==> src/hw/rtl/assert_macros.svh <==
// assertion helpers shared by the rtl
`ifndef ASSERT_MACROS_SVH
`define ASSERT_MACROS_SVH

`ifndef ASSERT_OFF

// expression must hold at every clock edge out of reset
`define ASSERT_ALWAYS(label, clk, rst_n, expr) \
    label: assert property (@(posedge clk) disable iff (!rst_n) (expr)) \
        else $error("assertion failed");

// consequent must hold in the cycle after the antecedent
`define ASSERT_NEXT(label, clk, rst_n, ante, cons) \
    label: assert property (@(posedge clk) disable iff (!rst_n) (ante) |=> (cons)) \
        else $error("assertion failed");

`else

`define ASSERT_ALWAYS(label, clk, rst_n, expr)
`define ASSERT_NEXT(label, clk, rst_n, ante, cons)

`endif

`endif

==> src/hw/rtl/sm83_pkg.sv <==
`timescale 1ns / 1ps

package sm83_pkg;

    // opcode patterns
    localparam logic [7:0] OP_CP_MASK   = 8'hF8;
    localparam logic [7:0] OP_CP_BASE   = 8'hB8;
    localparam logic [7:0] OP_CP_IMM    = 8'hFE;
    localparam logic [7:0] OP_XOR_A     = 8'hAF;
    localparam logic [7:0] OP_CB_BIT7H  = 8'h7C;
    localparam logic [7:0] OP_INC16_MSK = 8'hCF;
    localparam logic [7:0] OP_INC16_VAL = 8'h03;
    localparam logic [7:0] OP_INCDEC_LIM = 8'h40;
    localparam logic [1:0] OP_INCDEC_SEL = 2'b10;

    localparam logic KIND_PLAIN = 1'b0;
    localparam logic KIND_CB    = 1'b1;

    // 3-bit operand code of the instruction set
    typedef enum logic [2:0] {
        RC_B  = 3'd0,
        RC_C  = 3'd1,
        RC_D  = 3'd2,
        RC_E  = 3'd3,
        RC_H  = 3'd4,
        RC_L  = 3'd5,
        RC_HL = 3'd6,
        RC_A  = 3'd7
    } reg_code_t;

    // 16-bit pair select of INC rr
    typedef enum logic [1:0] {
        PAIR_BC = 2'd0,
        PAIR_DE = 2'd1,
        PAIR_HL = 2'd2,
        PAIR_SP = 2'd3
    } pair_sel_t;

    typedef enum logic [2:0] {
        CLS_NONE,
        CLS_BIT,
        CLS_CP,
        CLS_XOR,
        CLS_INCDEC,
        CLS_INC16
    } op_class_t;

    typedef struct packed {
        logic z;
        logic n;
        logic h;
        logic c;
    } flags_t;

endpackage

==> src/hw/rtl/sm83_inc_dec_compare_unit.sv <==
`timescale 1ns / 1ps
// a command passes the input register and then the result register
// throughput: one instruction per cycle when not stalled; one register file update per edge
// a stalled result holds the command stage, which then stalls the command channel
// reset: registers A..L, SP and flags cleared, both stages emptied

`include "assert_macros.svh"

module sm83_inc_dec_compare_unit
    import sm83_pkg::*;
(
    input  logic        clk,
    input  logic        rst_n,

    input  logic        cmd_valid,
    output logic        cmd_stall,
    input  logic        kind,
    input  logic [7:0]  opcode,
    input  logic [7:0]  immediate,
    input  logic [7:0]  mem_operand,

    output logic        res_valid,
    input  logic        res_stall,
    output logic        handled,
    output logic        flag_zero,
    output logic        flag_subtract,
    output logic        flag_half,
    output logic        flag_carry,
    output logic [7:0]  result_byte,
    output logic [15:0] pair_result,
    output logic        write_memory,
    output logic [15:0] memory_address
);

    // command stage
    logic       cmd_valid_reg;
    logic       kind_reg;
    logic [7:0] opcode_reg;
    logic [7:0] immediate_reg;
    logic [7:0] mem_operand_reg;

    // architectural state
    logic [7:0]  a_reg, b_reg, c_reg, d_reg, e_reg, h_reg, l_reg;
    logic [7:0]  a_next, b_next, c_next, d_next, e_next, h_next, l_next;
    logic [15:0] sp_reg, sp_next;
    flags_t      flags_reg, flags_next;

    // result stage
    logic        res_valid_reg;
    logic        handled_reg, handled_next;
    flags_t      res_flags_reg;
    logic [7:0]  result_byte_reg, result_byte_next;
    logic [15:0] pair_result_reg, pair_result_next;
    logic        write_memory_reg, write_memory_next;
    logic [15:0] memory_address_reg, memory_address_next;

    logic        res_free;
    logic        fire;
    logic        cmd_take;
    op_class_t   op_class;

    logic [7:0]  cp_operand;
    logic [7:0]  old_byte;
    logic [7:0]  new_byte;
    logic [15:0] hl_value;
    logic [15:0] pair_sum;
    reg_code_t   cp_code;
    reg_code_t   id_code;
    pair_sel_t   pair_sel;
    logic        is_dec;

    function automatic logic [7:0] reg_pick(
        input reg_code_t  code,
        input logic [7:0] ra, rb, rc, rd, re, rh, rl
    );
        logic [7:0] v;
        begin
            case (code)
                RC_B:    v = rb;
                RC_C:    v = rc;
                RC_D:    v = rd;
                RC_E:    v = re;
                RC_H:    v = rh;
                RC_L:    v = rl;
                RC_A:    v = ra;
                default: v = ra;
            endcase
            return v;
        end
    endfunction

    assign res_free  = !res_valid_reg || !res_stall;
    assign fire      = cmd_valid_reg && res_free;
    assign cmd_stall = cmd_valid_reg && !res_free;
    assign cmd_take  = cmd_valid && !cmd_stall;

    assign hl_value = {h_reg, l_reg};
    assign cp_code  = reg_code_t'(opcode_reg[2:0]);
    assign id_code  = reg_code_t'(opcode_reg[5:3]);
    assign pair_sel = pair_sel_t'(opcode_reg[5:4]);
    assign is_dec   = opcode_reg[0];

    // instruction decode
    always_comb
    begin
        op_class = CLS_NONE;
        if (kind_reg == KIND_CB)
        begin
            if (opcode_reg == OP_CB_BIT7H)
                op_class = CLS_BIT;
        end
        else if ((opcode_reg & OP_CP_MASK) == OP_CP_BASE || opcode_reg == OP_CP_IMM)
            op_class = CLS_CP;
        else if (opcode_reg == OP_XOR_A)
            op_class = CLS_XOR;
        else if (opcode_reg < OP_INCDEC_LIM && opcode_reg[2:1] == OP_INCDEC_SEL)
            op_class = CLS_INCDEC;
        else if ((opcode_reg & OP_INC16_MSK) == OP_INC16_VAL)
            op_class = CLS_INC16;
    end

    // operands
    always_comb
    begin
        if (opcode_reg == OP_CP_IMM)
            cp_operand = immediate_reg;
        else if (cp_code == RC_HL)
            cp_operand = mem_operand_reg;
        else
            cp_operand = reg_pick(cp_code, a_reg, b_reg, c_reg, d_reg, e_reg, h_reg, l_reg);

        if (id_code == RC_HL)
            old_byte = mem_operand_reg;
        else
            old_byte = reg_pick(id_code, a_reg, b_reg, c_reg, d_reg, e_reg, h_reg, l_reg);

        new_byte = is_dec ? old_byte - 8'd1 : old_byte + 8'd1;

        case (pair_sel)
            PAIR_BC: pair_sum = {b_reg, c_reg} + 16'd1;
            PAIR_DE: pair_sum = {d_reg, e_reg} + 16'd1;
            PAIR_HL: pair_sum = hl_value + 16'd1;
            PAIR_SP: pair_sum = sp_reg + 16'd1;
            default: pair_sum = sp_reg + 16'd1;
        endcase
    end

    // execute
    always_comb
    begin
        a_next = a_reg;
        b_next = b_reg;
        c_next = c_reg;
        d_next = d_reg;
        e_next = e_reg;
        h_next = h_reg;
        l_next = l_reg;
        sp_next = sp_reg;
        flags_next = flags_reg;
        handled_next = 1'b1;
        result_byte_next = 8'd0;
        pair_result_next = 16'd0;
        write_memory_next = 1'b0;
        memory_address_next = 16'd0;

        case (op_class)
            CLS_BIT:
            begin
                flags_next.z = !h_reg[7];
            end
            CLS_CP:
            begin
                flags_next.z = (a_reg == cp_operand);
                flags_next.n = 1'b1;
                flags_next.h = (a_reg[3:0] < cp_operand[3:0]);
                flags_next.c = (a_reg < cp_operand);
                if (opcode_reg != OP_CP_IMM && cp_code == RC_HL)
                    memory_address_next = hl_value;
            end
            CLS_XOR:
            begin
                a_next = 8'd0;
                flags_next = '{z: 1'b1, n: 1'b0, h: 1'b0, c: 1'b0};
            end
            CLS_INCDEC:
            begin
                result_byte_next = new_byte;
                flags_next.z = (new_byte == 8'd0);
                flags_next.n = is_dec;
                flags_next.h = is_dec ? (old_byte[3:0] == 4'h0) : (old_byte[3:0] == 4'hF);
                case (id_code)
                    RC_B:    b_next = new_byte;
                    RC_C:    c_next = new_byte;
                    RC_D:    d_next = new_byte;
                    RC_E:    e_next = new_byte;
                    RC_H:    h_next = new_byte;
                    RC_L:    l_next = new_byte;
                    RC_A:    a_next = new_byte;
                    default:
                    begin
                        // memory target goes out as a write request
                        write_memory_next = 1'b1;
                        memory_address_next = hl_value;
                    end
                endcase
            end
            CLS_INC16:
            begin
                pair_result_next = pair_sum;
                case (pair_sel)
                    PAIR_BC: {b_next, c_next} = pair_sum;
                    PAIR_DE: {d_next, e_next} = pair_sum;
                    PAIR_HL: {h_next, l_next} = pair_sum;
                    default: sp_next = pair_sum;
                endcase
            end
            default:
            begin
                handled_next = 1'b0;
            end
        endcase
    end

    always_ff @(posedge clk or negedge rst_n)
    begin
        if (!rst_n)
        begin
            cmd_valid_reg <= 1'b0;
            res_valid_reg <= 1'b0;
            a_reg <= 8'd0;
            b_reg <= 8'd0;
            c_reg <= 8'd0;
            d_reg <= 8'd0;
            e_reg <= 8'd0;
            h_reg <= 8'd0;
            l_reg <= 8'd0;
            sp_reg <= 16'd0;
            flags_reg <= '0;
        end
        else
        begin
            if (cmd_take)
                cmd_valid_reg <= 1'b1;
            else if (fire)
                cmd_valid_reg <= 1'b0;

            if (fire)
                res_valid_reg <= 1'b1;
            else if (!res_stall)
                res_valid_reg <= 1'b0;

            if (fire)
            begin
                a_reg <= a_next;
                b_reg <= b_next;
                c_reg <= c_next;
                d_reg <= d_next;
                e_reg <= e_next;
                h_reg <= h_next;
                l_reg <= l_next;
                sp_reg <= sp_next;
                flags_reg <= flags_next;
            end
        end
    end

    // payload registers
    always_ff @(posedge clk)
    begin
        if (cmd_take)
        begin
            kind_reg <= kind;
            opcode_reg <= opcode;
            immediate_reg <= immediate;
            mem_operand_reg <= mem_operand;
        end
        if (fire)
        begin
            handled_reg <= handled_next;
            res_flags_reg <= flags_next;
            result_byte_reg <= result_byte_next;
            pair_result_reg <= pair_result_next;
            write_memory_reg <= write_memory_next;
            memory_address_reg <= memory_address_next;
        end
    end

    assign res_valid      = res_valid_reg;
    assign handled        = handled_reg;
    assign flag_zero      = res_flags_reg.z;
    assign flag_subtract  = res_flags_reg.n;
    assign flag_half      = res_flags_reg.h;
    assign flag_carry     = res_flags_reg.c;
    assign result_byte    = result_byte_reg;
    assign pair_result    = pair_result_reg;
    assign write_memory   = write_memory_reg;
    assign memory_address = memory_address_reg;

    // every executed transaction reaches the result stage
    `ASSERT_NEXT(a_fire_fills_result, clk, rst_n, fire, res_valid_reg)
    // the command stage never accepts over a held command
    `ASSERT_ALWAYS(a_no_overwrite, clk, rst_n, !(cmd_take && cmd_valid_reg && !fire))
    // a memory write request only comes from an executed instruction
    `ASSERT_ALWAYS(a_write_handled, clk, rst_n, !(res_valid_reg && write_memory_reg) || handled_reg)
    // an unsupported opcode gives empty data fields
    `ASSERT_ALWAYS(a_unhandled_clean, clk, rst_n,
        !(res_valid_reg && !handled_reg) ||
        (result_byte_reg == 8'd0 && pair_result_reg == 16'd0 && memory_address_reg == 16'd0))
    // xor a leaves the accumulator cleared
    `ASSERT_NEXT(a_xor_clears_a, clk, rst_n, fire && op_class == CLS_XOR, a_reg == 8'd0)

endmodule
==> config.mk <==
export PLATFORM = sky130hd
export DESIGN_NAME = sm83_inc_dec_compare_unit
export DESIGN_NICKNAME = d
export VERILOG_FILES = /design/src/hw/rtl/sm83_pkg.sv /design/src/hw/rtl/sm83_inc_dec_compare_unit.sv
export VERILOG_INCLUDE_DIRS = /design/src /design/src/hw/rtl
export SDC_FILE = /design/constraint.sdc
export NUM_CORES = 1
export LEC_CHECK = 0
export BUFFER_PORTS_ARGS = -buffer_cell sky130_fd_sc_hd__buf_4
export CAP_MARGIN = 20
export CORE_ASPECT_RATIO = 0.8
export CORE_MARGIN = 3
export CORE_UTILIZATION = 35
export CTS_CLUSTER_SIZE = 10
export DETAILED_ROUTE_END_ITERATION = 10
export PLACE_DENSITY_LB_ADDON = 0.1
export SLEW_MARGIN = 10
export SYNTH_ARGS = -nofsm -noshare
export SYNTH_HDL_FRONTEND = slang
export SYNTH_SLANG_ARGS = --single-unit
==> constraint.sdc <==
create_clock -name clk -period 4 [get_ports clk]
set_input_delay 0.6 -clock clk [delete_from_list [all_inputs] [get_ports clk]]
set_output_delay 0.6 -clock clk [all_outputs]
set_load 0.005 [all_outputs]
==> metrics.yaml <==
viasPerCell: 5.612
top_level_ports: 77
min_path_type: "in2async"
place_inst: 1048
fin_skew_ns: 0.01237
avgSynthCellArea_um2: 12.47
ys_ff_latch: 149
status: "finished, final reports clean"
crit_family: "multiplexers"
grt_pass1_wl_um: 38710
num_vias: 6061
final_area_um2: 9933
power_density_nw_per_um2: 404.4
synth_cell_type_count: 73
grtUsageTotal: 0.2057
cp_slowest_stage_delay_ns: 0.51
layout-drive-gt1-share: 0.3101
synth_edf_count: 71
fin_setup_tns_ns: 0
wl_um: 25660
first_pass_iters: 6
ys_seq_area_frac: 0.4894
antenna-diode-count: 0
post_cts_buffers: 0
hold_viol_final: 0
ant_nets: 0
rows: 49
antenna_found_initial: 0
path_max_fanout: 18
synth_area_leaders: "edfxtp_1, dfrtp_1, mux2_2, mux4_1, mux4_2"
cts_tree: "built"
port_buffers: 76
finalSetupViolations: 0
critPathArrivalTime_ns: 4.12
htreeDepth: 4
ctsHoldBuffers: 0
floorplan.initialDensity: 0.3640
synth_top_cell_by_area: "edfxtp_1"
cts_root_buffer: "clkbuf_16"
hold-worst-slack_ns: 0.2570
area_growth_pct: 19.03
r2r_start: "opcode_reg[4]"
path_class: "reg2reg"
worstMarginPinSlew_ns: 1.065
cts_sinks: 149
synth_nets: 715
synth_area_um2: 8346
drt_drc_violations_left: 0
nNetsFinal: 807
dieArea_um2: 25740
max_slew_margin: 0.2902
hpwl_um: 19090
grt_pass1_vias: 6083
synth_ff_type: "dfrtp_1"
endpoint_kind: "flip-flop"
gp_congestion: 0.9299
post_cts_resized: 0
place_area_um2: 9353
yosys.area.top_type_share: 0.2555
worstReg2RegEnd: "flags_reg[0]"
async_flop_share: 0.5235
path_clk_slew_ns: 0.07
reg2reg_slack_ns: 0.25
finalPower_mw: 4.017
clock_latency_ns: 0.44
r2r_cells: 14
drv_cap: 0
avgRoutedWirePerCell_um: 23.76
drt_iter0_drc: 590
synth_cells: 669
min_period_ns: 3.754
cp.depth: 14
power.leakage_nw: 4.308
grt_max_degree: 62
ir_drop_v: 0.0002475
clk_path_buf_depth: 2
fp.dieH_um: 144.1
core_area_um2: 22930
worst-path-buf-inv: 1
cp.required_ns: 4.37
fin_cells: 1080
path_cells: "buf_4 > and3_1 > nand3_1 > mux2_2 > mux4_2 > mux2i_1 > ha_1 > nor2b_1 > o21ai_0 > nand2b_1 > a21oi_1 > o21bai_1 > a41oi_1 > a22o_1"
start_kind: "flip-flop"
fin_crit_sh: 0.9385
rsz0062_at_grt: "false"
grt-ovfl-total: 0
fp.dieW_um: 178.6
yosysWarnings: 0
slew_violations: 0
critPathSlowestCell: "mux4_2"
fmax_ghz: 0.2664
numCtsBuffers: 17
[where the power goes]
| part | total (mW) | switching (mW) | leakage (nW) | internal (mW) |
|---|---|---|---|---|
| sequential | 1.81 | 0.0899 | 1.77 | 1.72 |
| combinational | 0.602 | 0.335 | 2.25 | 0.267 |
| clock | 1.61 | 0.726 | 0.282 | 0.883 |
[cell families (layout without fill, tap and decap cells)]
family / after synthesis / count (layout) / synth area share
AO/OA/AOI/OAI: 128 / 128 / 0.1029
XOR/XNOR: 16 / 16 / 0.01769
adder cells (fa/ha/maj): 17 / 17 / 0.02639
buffers and inverters: 52 / 157 / 0.03223
flip-flops: 149 / 149 / 0.4894
multiplexers: 114 / 114 / 0.2093
AND/OR/NAND/NOR: 193 / 193 / 0.1222
[cell usage after synthesis (4+ instances only)]
cell type	number
ha_1	16
xor2_1	8
nand4b_1	4
nand3_1	14
buf_2	8
dfrtp_1	78
inv_1	18
mux4_1	22
nand2_1	33
mux4_2	14
mux2_2	58
a31oi_1	5
nor3_1	7
clkbuf_1	17
a21o_1	4
xnor2_1	7
nor2b_1	5
nand4_1	4
nand2b_1	8
a21oi_1	45
edfxtp_1	71
a211o_1	4
nor2_1	67
o211ai_1	4
o22ai_1	4
and3_1	20
a211oi_1	6
mux2i_1	20
o21ai_0	19
[cell usage in the layout (no fill, tap or decap), drive strengths merged, types with 9 or more instances in the layout]
cell	instances
a21oi	48
and3	20
buf	105
clkbuf	17
dfrtp	78
edfxtp	71
ha	16
inv	30
mux2	58
mux2i	20
mux4	36
nand2	33
nand3	14
nor2	70
nor3	9
o21ai	22
[worst max-delay path by stage]
stage	start	slack [ns]	end
6_report	opcode_reg[4]	0.25	flags_reg[0]
5_1_grt	opcode_reg[5]	0.01	flag_zero
4_1_cts	opcode_reg[4]	0.26	flags_reg[0]
3_5_place_dp	opcode_reg[4]	0.28	flags_reg[0]
3_3_place_gp	opcode_reg[4]	0.30	flags_reg[3]
2_1_floorplan	opcode_reg[4]	0.41	flag_zero
[worst reg2reg max path, cell delays in order, from the launching register on]
cell and delay, ns:
edfxtp_1 0.44, buf_4 0.31, and3_1 0.24, nand3_1 0.26, mux2_2 0.36, mux4_2 0.51
mux2i_1 0.19, ha_1 0.27, nor2b_1 0.13, o21ai_0 0.14, nand2b_1 0.07, a21oi_1 0.21
o21bai_1 0.10, a41oi_1 0.28, a22o_1 0.19
[metrics by stage]
step           setup slack [ns]  utilization
2_1_floorplan            0.4115            -
3_3_place_gp             0.2978       0.4079
3_5_place_dp             0.2808       0.4079
4_1_cts                  0.2574       0.4332
5_1_grt                 0.01094       0.4332
6_report                 0.2461       0.4332
[final cells by class]
cell class / instances / area [um2]
fill: 2157 / 13000
sequential: 149 / 4084
multi-input combinational: 468 / 3998
timing repair buffer: 105 / 813.3
clock buffer: 17 / 425.4
tap: 306 / 382.9
clock inverter: 15 / 155.1
inverter: 20 / 75.07
[metal layers]
layer | vias to the layer above | wire length, um | track usage
li1 | 2746 | - | -
met1 | 3051 | 12170 | 0.2962
met2 | 232 | 11210 | 0.3031
met3 | 32 | 1705 | 0.05433
met4 | 0 | 578 | 0.06598
met5 | - | 0 | 0
No activity file was read; power rests on OpenSTA's default activity.
